**src/sv/ped_pkg.sv**
```systemverilog
// ============================================================================
// ped_pkg: shared types and constants for the pairwise Euclidean distance
// Beat layouts, accumulator and root widths, and the queue entry format.
// ============================================================================
`default_nettype none

package ped_pkg;

    localparam int VLEN_W     = 11;
    localparam int COORD_W    = 16;
    localparam int MAG_W      = 16;
    localparam int SQ_W       = 2 * MAG_W;
    localparam int ACC_W      = 48;
    localparam int DIST_W     = 24;
    localparam int SQRT_STEPS = ACC_W / 2;

    localparam logic [ACC_W-1:0] ACC_MAX  = {ACC_W{1'b1}};
    localparam logic [ACC_W-1:0] SQRT_TOP = ACC_W'(1) << (ACC_W - 2);

    typedef struct packed {
        logic signed [COORD_W-1:0] a_value;
        logic signed [COORD_W-1:0] b_value;
        logic                      tile_end;
    } in_beat_t;

    typedef struct packed {
        logic [DIST_W-1:0] distance;
        logic              tile_end_out;
        logic              saturated;
    } out_beat_t;

    typedef struct packed {
        logic [ACC_W-1:0] sum;
        logic             tile_end;
        logic             saturated;
    } job_t;

    typedef struct packed {
        logic busy;
        logic holding;
    } sqrt_stat_t;

endpackage

`default_nettype wire

```
**src/sv/pairwise_euclidean_distance.sv**
```systemverilog
// ============================================================================
// pairwise_euclidean_distance: streamed Euclidean distance of vector pairs
// Accumulates squared Q8.8 coordinate differences and emits the Q16.8 floor
// square root of each vector pair's sum.
// ============================================================================
//  channel   direction  handshake              payload
//  cfg       in         cfg_wr_en              cfg_wr_data (vector_length)
//  in        in         in_valid / in_ready    in_beat_t
//  out       out        out_valid / out_ready  out_beat_t
//
//  The front end takes one coordinate beat per cycle unless a finished sum
//  waits on a full queue. Each distance takes the root unit through a load,
//  24 iterations of a shared 48-bit compare/subtract and a hand-off, and the
//  root unit takes no new sum until it has handed off the last one.
//  A queue of QUEUE_DEPTH sums buffers bursts of short vectors; when it is
//  full the front end stalls on the last beat of a vector.
//  Reset clears the accumulator and count; vector_length resets to 1.
// ============================================================================
`default_nettype none

module pairwise_euclidean_distance
    import ped_pkg::*;
#(
    parameter int MAX_DIM     = 1024,
    parameter int QUEUE_DEPTH = 4
) (
    input  wire logic              clk,
    input  wire logic              rst_n,
    input  wire logic              cfg_wr_en,
    input  wire logic [VLEN_W-1:0] cfg_wr_data,
    input  wire logic              in_valid,
    output logic                   in_ready,
    input  wire in_beat_t          in_data,
    output logic                   out_valid,
    input  wire logic              out_ready,
    output out_beat_t              out_data
);

    logic       push_valid;
    logic       push_ready;
    job_t       push_data;
    logic       job_valid;
    logic       job_ready;
    job_t       job_data;
    sqrt_stat_t sqrt_stat;

    ped_front #(
        .MAX_DIM(MAX_DIM)
    ) u_front (
        .clk        (clk),
        .rst_n      (rst_n),
        .cfg_wr_en  (cfg_wr_en),
        .cfg_wr_data(cfg_wr_data),
        .in_valid   (in_valid),
        .in_ready   (in_ready),
        .in_data    (in_data),
        .push_valid (push_valid),
        .push_ready (push_ready),
        .push_data  (push_data)
    );

    ped_fifo #(
        .DEPTH(QUEUE_DEPTH)
    ) u_fifo (
        .clk       (clk),
        .rst_n     (rst_n),
        .push_valid(push_valid),
        .push_ready(push_ready),
        .push_data (push_data),
        .pop_valid (job_valid),
        .pop_ready (job_ready),
        .pop_data  (job_data)
    );

    ped_sqrt u_sqrt (
        .clk      (clk),
        .rst_n    (rst_n),
        .job_valid(job_valid),
        .job_ready(job_ready),
        .job_data (job_data),
        .out_valid(out_valid),
        .out_ready(out_ready),
        .out_data (out_data),
        .stat     (sqrt_stat)
    );

    // no beat taken while the finished sum is blocked on a full queue
    a_stall_blocks_input: assert property (
        @(posedge clk) disable iff (!rst_n)
        (in_valid && in_ready) |-> !(push_valid && !push_ready))
        else $error("input beat accepted while front end is stalled");

    // a new distance only appears from the hold state of the root unit
    a_out_from_hold: assert property (
        @(posedge clk) disable iff (!rst_n)
        $rose(out_valid) |-> $past(sqrt_stat.holding))
        else $error("distance presented without a completed root");

    // the root unit only picks up a job when idle
    a_pop_when_idle: assert property (
        @(posedge clk) disable iff (!rst_n)
        (job_valid && job_ready) |=> (sqrt_stat.busy && !sqrt_stat.holding))
        else $error("root unit did not start after taking a job");

endmodule

`default_nettype wire

```
**src/sv/ped_front.sv**
```systemverilog
// ============================================================================
// ped_front: coordinate front end
// Squares the coordinate difference, accumulates with saturation, counts
// elements and pushes the finished sum of each vector pair to the queue.
// ============================================================================
`default_nettype none

module ped_front
    import ped_pkg::*;
#(
    parameter int MAX_DIM = 1024
) (
    input  wire logic              clk,
    input  wire logic              rst_n,
    input  wire logic              cfg_wr_en,
    input  wire logic [VLEN_W-1:0] cfg_wr_data,
    input  wire logic              in_valid,
    output logic                   in_ready,
    input  wire in_beat_t          in_data,
    output logic                   push_valid,
    input  wire logic              push_ready,
    output job_t                   push_data
);

    localparam int CNT_W = $clog2(MAX_DIM + 1);
    localparam int CMP_W = ((CNT_W > VLEN_W) ? CNT_W : VLEN_W) + 1;

    logic [VLEN_W-1:0] vector_length_reg;
    logic [CNT_W-1:0]  count_reg;
    logic              s1_valid_reg;
    logic [SQ_W-1:0]   s1_sq_reg;
    logic              s1_final_reg;
    logic              s1_tile_reg;
    logic [ACC_W-1:0]  sum_reg;
    logic              ovf_reg;

    logic                  accept;
    logic                  s1_adv;
    logic [CMP_W-1:0]      len_raw;
    logic [CMP_W-1:0]      len_eff;
    logic                  is_final;
    logic signed [COORD_W:0] diff;
    logic [MAG_W-1:0]      mag;
    logic [ACC_W:0]        sum_wide;
    logic [ACC_W-1:0]      sum_next;
    logic                  ovf_next;

    always_comb
    begin
        len_raw = CMP_W'(vector_length_reg);
        priority if (len_raw == '0)
        begin
            len_eff = CMP_W'(1);
        end
        else if (len_raw > CMP_W'(MAX_DIM))
        begin
            len_eff = CMP_W'(MAX_DIM);
        end
        else
        begin
            len_eff = len_raw;
        end
        is_final = (CMP_W'(count_reg) + CMP_W'(1)) >= len_eff;
    end

    always_comb
    begin
        diff = (COORD_W+1)'(in_data.a_value) - (COORD_W+1)'(in_data.b_value);
        mag  = diff[COORD_W] ? MAG_W'(-diff) : MAG_W'(diff);
    end

    always_comb
    begin
        sum_wide = {1'b0, sum_reg} + (ACC_W+1)'(s1_sq_reg);
        sum_next = sum_wide[ACC_W] ? ACC_MAX : sum_wide[ACC_W-1:0];
        ovf_next = ovf_reg | sum_wide[ACC_W];
    end

    assign s1_adv     = s1_valid_reg && !(s1_final_reg && !push_ready);
    assign in_ready   = !s1_valid_reg || s1_adv;
    assign accept     = in_valid && in_ready;
    assign push_valid = s1_valid_reg && s1_final_reg;

    always_comb
    begin
        push_data.sum       = sum_next;
        push_data.tile_end  = s1_tile_reg;
        push_data.saturated = ovf_next;
    end

    always_ff @(posedge clk or negedge rst_n)
    begin
        if (!rst_n)
        begin
            vector_length_reg <= VLEN_W'(1);
            count_reg         <= '0;
            s1_valid_reg      <= 1'b0;
            s1_sq_reg         <= '0;
            s1_final_reg      <= 1'b0;
            s1_tile_reg       <= 1'b0;
            sum_reg           <= '0;
            ovf_reg           <= 1'b0;
        end
        else
        begin
            if (cfg_wr_en)
            begin
                vector_length_reg <= cfg_wr_data;
            end
            if (accept)
            begin
                count_reg    <= is_final ? '0 : count_reg + CNT_W'(1);
                s1_sq_reg    <= SQ_W'(mag) * SQ_W'(mag);
                s1_final_reg <= is_final;
                s1_tile_reg  <= in_data.tile_end;
            end
            if (accept)
            begin
                s1_valid_reg <= 1'b1;
            end
            else if (s1_adv)
            begin
                s1_valid_reg <= 1'b0;
            end
            if (s1_adv)
            begin
                if (s1_final_reg)
                begin
                    sum_reg <= '0;
                    ovf_reg <= 1'b0;
                end
                else
                begin
                    sum_reg <= sum_next;
                    ovf_reg <= ovf_next;
                end
            end
        end
    end

endmodule

`default_nettype wire

```
**src/sv/ped_fifo.sv**
```systemverilog
// ============================================================================
// ped_fifo: job queue
// Small register queue of finished sums between the front and the root unit.
// ============================================================================
`default_nettype none

module ped_fifo
    import ped_pkg::*;
#(
    parameter int DEPTH = 4
) (
    input  wire logic clk,
    input  wire logic rst_n,
    input  wire logic push_valid,
    output logic      push_ready,
    input  wire job_t push_data,
    output logic      pop_valid,
    input  wire logic pop_ready,
    output job_t      pop_data
);

    localparam int PTR_W = (DEPTH > 1) ? $clog2(DEPTH) : 1;
    localparam int CNT_W = $clog2(DEPTH + 1);

    job_t             mem [DEPTH];
    logic [PTR_W-1:0] wr_ptr_reg;
    logic [PTR_W-1:0] rd_ptr_reg;
    logic [CNT_W-1:0] count_reg;
    logic             do_push;
    logic             do_pop;

    assign push_ready = count_reg != CNT_W'(DEPTH);
    assign pop_valid  = count_reg != '0;
    assign pop_data   = mem[rd_ptr_reg];
    assign do_push    = push_valid && push_ready;
    assign do_pop     = pop_valid && pop_ready;

    always_ff @(posedge clk)
    begin
        if (do_push)
        begin
            mem[wr_ptr_reg] <= push_data;
        end
    end

    always_ff @(posedge clk or negedge rst_n)
    begin
        if (!rst_n)
        begin
            wr_ptr_reg <= '0;
            rd_ptr_reg <= '0;
            count_reg  <= '0;
        end
        else
        begin
            if (do_push)
            begin
                wr_ptr_reg <= (wr_ptr_reg == PTR_W'(DEPTH - 1)) ? '0 : wr_ptr_reg + PTR_W'(1);
            end
            if (do_pop)
            begin
                rd_ptr_reg <= (rd_ptr_reg == PTR_W'(DEPTH - 1)) ? '0 : rd_ptr_reg + PTR_W'(1);
            end
            unique case ({do_push, do_pop})
                2'b10:   count_reg <= count_reg + CNT_W'(1);
                2'b01:   count_reg <= count_reg - CNT_W'(1);
                default: count_reg <= count_reg;
            endcase
        end
    end

endmodule

`default_nettype wire

```
**src/sv/ped_sqrt.sv**
```systemverilog
// ============================================================================
// ped_sqrt: iterative floor square root back end
// Takes one queued sum, retires two radicand bits per cycle, and holds the
// distance in an output register until the beat is taken.
// ============================================================================
`default_nettype none

module ped_sqrt
    import ped_pkg::*;
(
    input  wire logic  clk,
    input  wire logic  rst_n,
    input  wire logic  job_valid,
    output logic       job_ready,
    input  wire job_t  job_data,
    output logic       out_valid,
    input  wire logic  out_ready,
    output out_beat_t  out_data,
    output sqrt_stat_t stat
);

    localparam int STEP_W = $clog2(SQRT_STEPS);

    typedef enum logic [1:0] {
        S_IDLE,
        S_RUN,
        S_HOLD
    } state_t;

    state_t            state_reg;
    logic [ACC_W-1:0]  x_reg;
    logic [ACC_W-1:0]  root_reg;
    logic [ACC_W-1:0]  bit_reg;
    logic [STEP_W-1:0] step_reg;
    logic              tile_reg;
    logic              sat_reg;
    logic              out_valid_reg;
    out_beat_t         out_data_reg;

    logic [ACC_W-1:0] trial;
    logic             take;
    logic [ACC_W-1:0] x_next;
    logic [ACC_W-1:0] root_next;
    logic             load_out;

    always_comb
    begin
        trial     = root_reg + bit_reg;
        take      = x_reg >= trial;
        x_next    = take ? x_reg - trial : x_reg;
        root_next = take ? (root_reg >> 1) + bit_reg : root_reg >> 1;
    end

    assign load_out     = (state_reg == S_HOLD) && (!out_valid_reg || out_ready);
    assign job_ready    = state_reg == S_IDLE;
    assign out_valid    = out_valid_reg;
    assign out_data     = out_data_reg;
    assign stat.busy    = state_reg != S_IDLE;
    assign stat.holding = state_reg == S_HOLD;

    always_ff @(posedge clk or negedge rst_n)
    begin
        if (!rst_n)
        begin
            state_reg     <= S_IDLE;
            x_reg         <= '0;
            root_reg      <= '0;
            bit_reg       <= '0;
            step_reg      <= '0;
            tile_reg      <= 1'b0;
            sat_reg       <= 1'b0;
            out_valid_reg <= 1'b0;
            out_data_reg  <= '0;
        end
        else
        begin
            if (load_out)
            begin
                out_valid_reg <= 1'b1;
            end
            else if (out_valid_reg && out_ready)
            begin
                out_valid_reg <= 1'b0;
            end
            unique case (state_reg)
                S_IDLE:
                begin
                    if (job_valid)
                    begin
                        x_reg     <= job_data.sum;
                        root_reg  <= '0;
                        bit_reg   <= SQRT_TOP;
                        step_reg  <= '0;
                        tile_reg  <= job_data.tile_end;
                        sat_reg   <= job_data.saturated;
                        state_reg <= S_RUN;
                    end
                end
                S_RUN:
                begin
                    x_reg    <= x_next;
                    root_reg <= root_next;
                    bit_reg  <= bit_reg >> 2;
                    step_reg <= step_reg + STEP_W'(1);
                    if (step_reg == STEP_W'(SQRT_STEPS - 1))
                    begin
                        state_reg <= S_HOLD;
                    end
                end
                S_HOLD:
                begin
                    if (load_out)
                    begin
                        out_data_reg.distance     <= root_reg[DIST_W-1:0];
                        out_data_reg.tile_end_out <= tile_reg;
                        out_data_reg.saturated    <= sat_reg;
                        state_reg                 <= S_IDLE;
                    end
                end
                default:
                begin
                    state_reg <= S_IDLE;
                end
            endcase
        end
    end

endmodule

`default_nettype wire
```
**config.mk**
```make
export PLATFORM = sky130hd
export DESIGN_NAME = pairwise_euclidean_distance
export DESIGN_NICKNAME = d
export VERILOG_FILES = /design/src/sv/ped_pkg.sv /design/src/sv/pairwise_euclidean_distance.sv /design/src/sv/ped_front.sv /design/src/sv/ped_fifo.sv /design/src/sv/ped_sqrt.sv
export SDC_FILE = /design/constraint.sdc
export NUM_CORES = 1
export LEC_CHECK = 0
export ABC_CLOCK_PERIOD_IN_PS = 11150
export BUFFER_PORTS_ARGS = -buffer_cell sky130_fd_sc_hd__buf_2
export CAP_MARGIN = 30
export CORE_MARGIN = 4
export CORE_UTILIZATION = 64
export CTS_BUF_LIST = sky130_fd_sc_hd__clkbuf_8
export DETAILED_ROUTE_END_ITERATION = 10
export GPL_TIMING_DRIVEN = 0
export HOLD_SLACK_MARGIN = 0.15
export PLACE_DENSITY = 0.84
export SLEW_MARGIN = 5
export SYNTH_ARGS = -nofsm -noshare
export SYNTH_HDL_FRONTEND = slang
export SYNTH_SLANG_ARGS = --single-unit
```
**constraint.sdc**
```tcl
create_clock -name clk -period 11.15 [get_ports clk]
set_input_delay 1.115 -clock clk [delete_from_list [all_inputs] [get_ports clk]]
set_output_delay 1.115 -clock clk [all_outputs]
set_load 0.005 [all_outputs]
```
* Word level (Yosys, flattened, before mapping) *
Memory sizes are Yosys's and may differ from the RTL's.
Cells that the tools add are included.

word-level totals
  memories = 1
  flip-flop bits (word level) = 293
  word-level logic and storage cells = 109
  output and inout bits = 28
  RAM bits = 200
  input port bits = 49

operators by class
  magnitude comparators = 3
  equal/unequal tests = 12
  mux-type cells = 30
  $mul = 1
  bitwise operators = 1
  reduce and logical (&&, ||, !) cells = 26
  add/sub/neg operators = 13

memories
  memory      depth  bits a word  read ports  clocked after memory_dff  wr ports  RTL line        text
  u_fifo.mem  4      50           1           0                         1         ped_fifo.sv:25  job_t mem [DEPTH];

operator list
  cell                   number
  $mux 48                7
  $pmux 48 s2            3
  $add 48x32->49         1
  $add 47x48->48         1
  $add 48x48->48         1
  $ge 48x48->1           1
  $sub 48x48->48         1
  $mux 11                3
  $mul 16x16->32         1
  $sub 16x16->17         1
  $mux 16                1
  $neg 16->16            1
  $add 11x1->12 const B  1
  $ge 12x11->1           1
  $add 11x1->11 const B  1
  $gt 11x11->1 const B   1
  $logic_not 11->1       1
  $mux 2                 5
  $pmux 5 s2             1
  $eq 2x2->1 const B     4
  $logic_and 1x1->1      8
  $ne 2x1->1 const B     4
  $reduce_bool 2->1      4
  $mux 1                 7
  other kinds (17)       26

* Logic depth before layout (Yosys ltp) *
  word-level depth = 8
  mapped depth = 38
  depth with buffers taken out = 37

* Modules after synthesis *
Synthesis repeated with hierarchy kept, for this count alone.

second synthesis, totals
  cells, all modules = 3573
  area, all modules = 35208.8 um^2

by module, submodules not included
  module     seq. area each (um^2)  cells an instance  area each (um^2)  times used
  ped_front  2628.8                 1699               14801.7           1
  ped_sqrt   3903.7                 1572               12759.7           1
  ped_fifo   6180.9                 302                7647.3            1

* Worst setup path after synthesis *
OpenSTA, ideal clock, no wires.

  path kind = in2reg
  start = input in_data[17] (netlist name)
  end = register u_front.s1_sq_reg[31]
  setup time = 124 ps
  path slack = 1475 ps
  path buffers = 1
  stages on the path = 35
  data arrival time = 9551 ps
  required time = 11026 ps
  path through = inv_1 ha_1 fa_1 nand2b_1 nand2_1 a21oi_1 xnor2_1 or4_4 or4_4 o31ai_4 xor2_2 inv_2 nand2_2 inv_1 fa_1 inv_1 fa_1 inv_1 fa_1 inv_1 fa_1 fa_1 inv_1 fa_1 ha_1 clkbuf_1 and4_1 and3_1 nand2_1 o2111a_1 o41a_1 a21oi_1 a21oi_1 and4_1 a211o_1

on the way
  word-level cells in the longest chain between the ends = 4

RTL lines
  what                  RTL line                           text
  start, declared       pairwise_euclidean_distance.sv:33  input wire in_beat_t in_data,
  $sub 16x16->17 *      ped_front.sv:68                    diff = (COORD_W+1)'(in_data.a_value) - (COORD_W+1)'(in_data.b_value);
  $neg 16->16           ped_front.sv:69                    mag = diff[COORD_W] ? MAG_W'(-diff) : MAG_W'(diff);
  $mux 16 *             ped_front.sv:69
  $mul 16x16->32 *      ped_front.sv:113                   s1_sq_reg <= SQ_W'(mag) * SQ_W'(mag);
  end signal, assigned  ped_front.sv:113
  end, declared         ped_front.sv:31                    logic [SQ_W-1:0] s1_sq_reg;

Mark *: on every way between the ends. The rest lies on a longest branch, timed or not.
A chain may end at the register's enable or synchronous reset.

* Worst setup path after layout *
  start = input in_data[1] (netlist name)
  end = register u_front.s1_sq_reg[30]

The elaborated chain is that of the path after synthesis.

==> flow_summary_export.csv <==
group,metric,value,unit
synthesis,ys.flop_type,"dfrtp_1",
clock_tree,numClockSinks,468,
placement,gp_congestion,0.975,
cells_and_area,multi_input_area,20500,µm²
sta,clock.fmax,97.8,MHz
die,fp-row-count,85,
setup_path,critPathArrivalTime,10760,ps
detailed_routing,wl_per_cell,19.7,µm
synthesis,synth_cell_type_count,91,
global_routing,grtUsageTotal,30.5,%
clock_tree,post_cts_buffers,0,
synthesis,synth_area_per_cell,9.84,µm²
clock_tree,clk-insertion-delay-late,690,ps
setup_path,slowest_delay,700,ps
setup_path,path_delay_family,"adder cells",
cells_and_area,drive_above_1_share,9.49,%
detailed_routing,drc,0,
global_routing,grt_overflow,0,
global_routing,grt_pass1_vias,27400,
die,core_area,53900,µm²
clock_tree,post_cts_resized,0,
global_routing,antenna_found_initial,1,
clock_tree,htreeDepth,3,
clock_tree,ctsLongestPathBuffers,3,
clock_tree,clk_pin_slew_worst_paths,70,ps
die,chipHeight,241,µm
sta,drv_slew,0,
placement,hpwl,67.8,mm
clock_tree,numCtsBuffers,80,
cells_and_area,largest_reg_flops,200,
sta,finalSetupTns,0,ps
setup_path,slowest_stage,"xor2_1",
sta,tightest_slew,1070,ps
sta,rsz0062_at_grt,"no",
cells_and_area,top_register,"u_fifo.mem",
setup_path,path_max_fanout,10,
cells_and_area,syn_to_final_growth,8.73,%
sta,post-route-period-util,91.7,%
clock_tree,ctsHoldBuffers,0,
detailed_routing,vias,27500,
setup_path,end_kind,"flop",
sta,hold_viol,0,
synthesis,syn_nets,4024,
placement,port_buffers,76,
synthesis,async_reset_ff_share,57.3,%
detailed_routing,wirelength,88.4,mm
die,io_pins,77,
setup_path,crit_top_cell,"fa_1",
sta,setup_viol,0,
run,max_cap_violations,0,
sta,period_needed,10220,ps
synthesis,syn-cell-area,34900,µm²
detailed_routing,vias_per_cell,6.13,
sta,whs,412,ps
detailed_routing,drtAntennaViolNets,0,
setup_path,cp-start-kind,"input pin",
sta,clock_skew,57.5,ps
die,floorplan.die_area,58300,µm²
global_routing,grt_start_max_net_pins,111,
cells_and_area,nets,4197,
cells_and_area,nFillCells,3983,
synthesis,synthCells,3547,
setup_path,crit_buf_inv,6,
cells_and_area,regArea,12700,µm²
cells_and_area,fin_util,70.4,%
clock_tree,cts_tree,"done",
setup_path,worstSetupPathType,"in2reg",
global_routing,grt_pass1_wl,142,mm
detailed_routing,drtIter0Drc,2341,
synthesis,yosys_warnings,0,
die,start_util,64.7,%
setup_path,crit_required,11690,ps
outcome,status,"finished clean",
detailed_routing,dr.pass1.iters,6,
sta,relSlewSlack,27.8,%
die,die_width,241,µm
clock_tree,root_buffer,"clkbuf_8",
synthesis,seq_area_frac_synth,36.4,%
synthesis,synth_edf_count,200,
min_path,hold_class,"in2async",
synthesis,synth_seq_cells,468,
==> path summary, 6_finish.rpt <==
kind / start / endpoint / slack, ps / cells past startpoint
min reg2reg: u_sqrt.out_data[16] / u_sqrt.out_data[16] / 480 / 2
min: rst_n / u_sqrt.root_reg[45] / 410 / 1
min in group clk: u_sqrt.out_data[16] / u_sqrt.out_data[16] / 480 / 2
max in group asynchronous: rst_n / u_front.s1_sq_reg[18] / 9660 / 2
max: in_data[1] / u_front.s1_sq_reg[30] / 930 / 34
max reg2reg: u_sqrt.root_reg[2] / u_sqrt.x_reg[14] / 3330 / 24
==> placed cells by master, fill, tap and decap left out, types with 13 or more instances in the layout <==
master | synthesis | routed
fa_1 | 166 | 166
o21bai_1 | 34 | 34
nor3_1 | 63 | 63
o211ai_1 | 13 | 13
buf_2 | 8 | 85
a21oi_1 | 180 | 180
o21ai_0 | 237 | 237
and2_1 | 17 | 17
a31oi_1 | 78 | 78
mux4_2 | 50 | 50
nand2_1 | 412 | 412
buf_1 | 13 | 13
nor2b_1 | 22 | 22
mux2i_1 | 17 | 17
ha_1 | 262 | 262
mux2_2 | 39 | 39
a22o_1 | 29 | 29
a31o_2 | 17 | 17
dfrtp_1 | 267 | 267
and3_1 | 39 | 35
clkbuf_1 | 127 | 127
xor2_1 | 93 | 93
clkbuf_8 | 0 | 88
xnor2_1 | 125 | 125
or3_1 | 18 | 18
a211oi_1 | 15 | 15
nand2b_1 | 37 | 37
nand3_1 | 86 | 86
nor2_1 | 226 | 226
inv_1 | 299 | 332
o31ai_1 | 18 | 18
a311oi_1 | 16 | 16
o21a_1 | 32 | 32
nand4_1 | 30 | 30
edfxtp_1 | 200 | 200
a21o_1 | 85 | 85
==> kinds of logic after synthesis <==
group | count (synthesis) | share of synthesized area, %
multiplexers | 106 | 4.97
adder cells (fa/ha/maj) | 428 | 18.9
XOR/XNOR | 220 | 5.57
AO/OA/AOI/OAI | 849 | 15.7
AND/OR/NAND/NOR | 1020 | 13.5
flip-flops | 468 | 36.4
buffers and inverters | 456 | 4.96
==> metal layers <==
layer	global-route usage (%)	part of all wire, %	vias up
met1	38.3	40	13200
met4	13.9	4.7	2
met5	0	0.0079	-
li1	-	-	12900
met2	52.5	49	1059
met3	4.77	6.4	257
==> through the flow <==
step / setup slack [ps] / cells / cell area, µm²
after floorplan: 1470 / 3547 / 34900
after detailed placement: 335 / 4328 / 36300
after CTS: 1020 / 4474 / 37900
after global routing: 331 / 4480 / 37900
after global placement: 495 / 4319 / 36100
final: 930 / 4481 / 37900
==> cell usage after synthesis, drive strengths merged, types with 29 or more instances <==
master | instances | area share (%)
mux4 | 50 | 3.2
clkbuf | 127 | 1.4
a22o | 29 | 0.73
xor2 | 94 | 2.4
nor2 | 229 | 2.5
nor3 | 64 | 0.93
nand3 | 86 | 1.2
a21o | 85 | 1.8
xnor2 | 126 | 3.2
inv | 303 | 3.3
ha | 262 | 9.4
o21bai | 34 | 0.73
edfxtp | 200 | 17
o21ai | 240 | 3.4
nand2 | 413 | 4.5
mux2 | 39 | 1.3
dfrtp | 267 | 19
a31oi | 78 | 1.4
nand4 | 30 | 0.54
and3 | 39 | 0.70
fa | 166 | 9.5
o21a | 32 | 0.69
a21oi | 182 | 2.6
nand2b | 37 | 0.66
==> final cells by class <==
class / instances / share of cell area, %
Antenna cell: 1 / 0.00660
Sequential cell: 468 / 33.5
Timing Repair Buffer: 91 / 1.64
Buffer: 150 / 1.53
Clock buffer: 87 / 3.16
Multi-Input combinational cell: 2623 / 53.9
Clock inverter: 59 / 0.887
Tap cell: 696 / 2.30
Inverter: 306 / 3.03
Power is left out: the tool's default activity adds up to more than one toggle a clock period on the data nets, which glitch-free logic cannot reach.
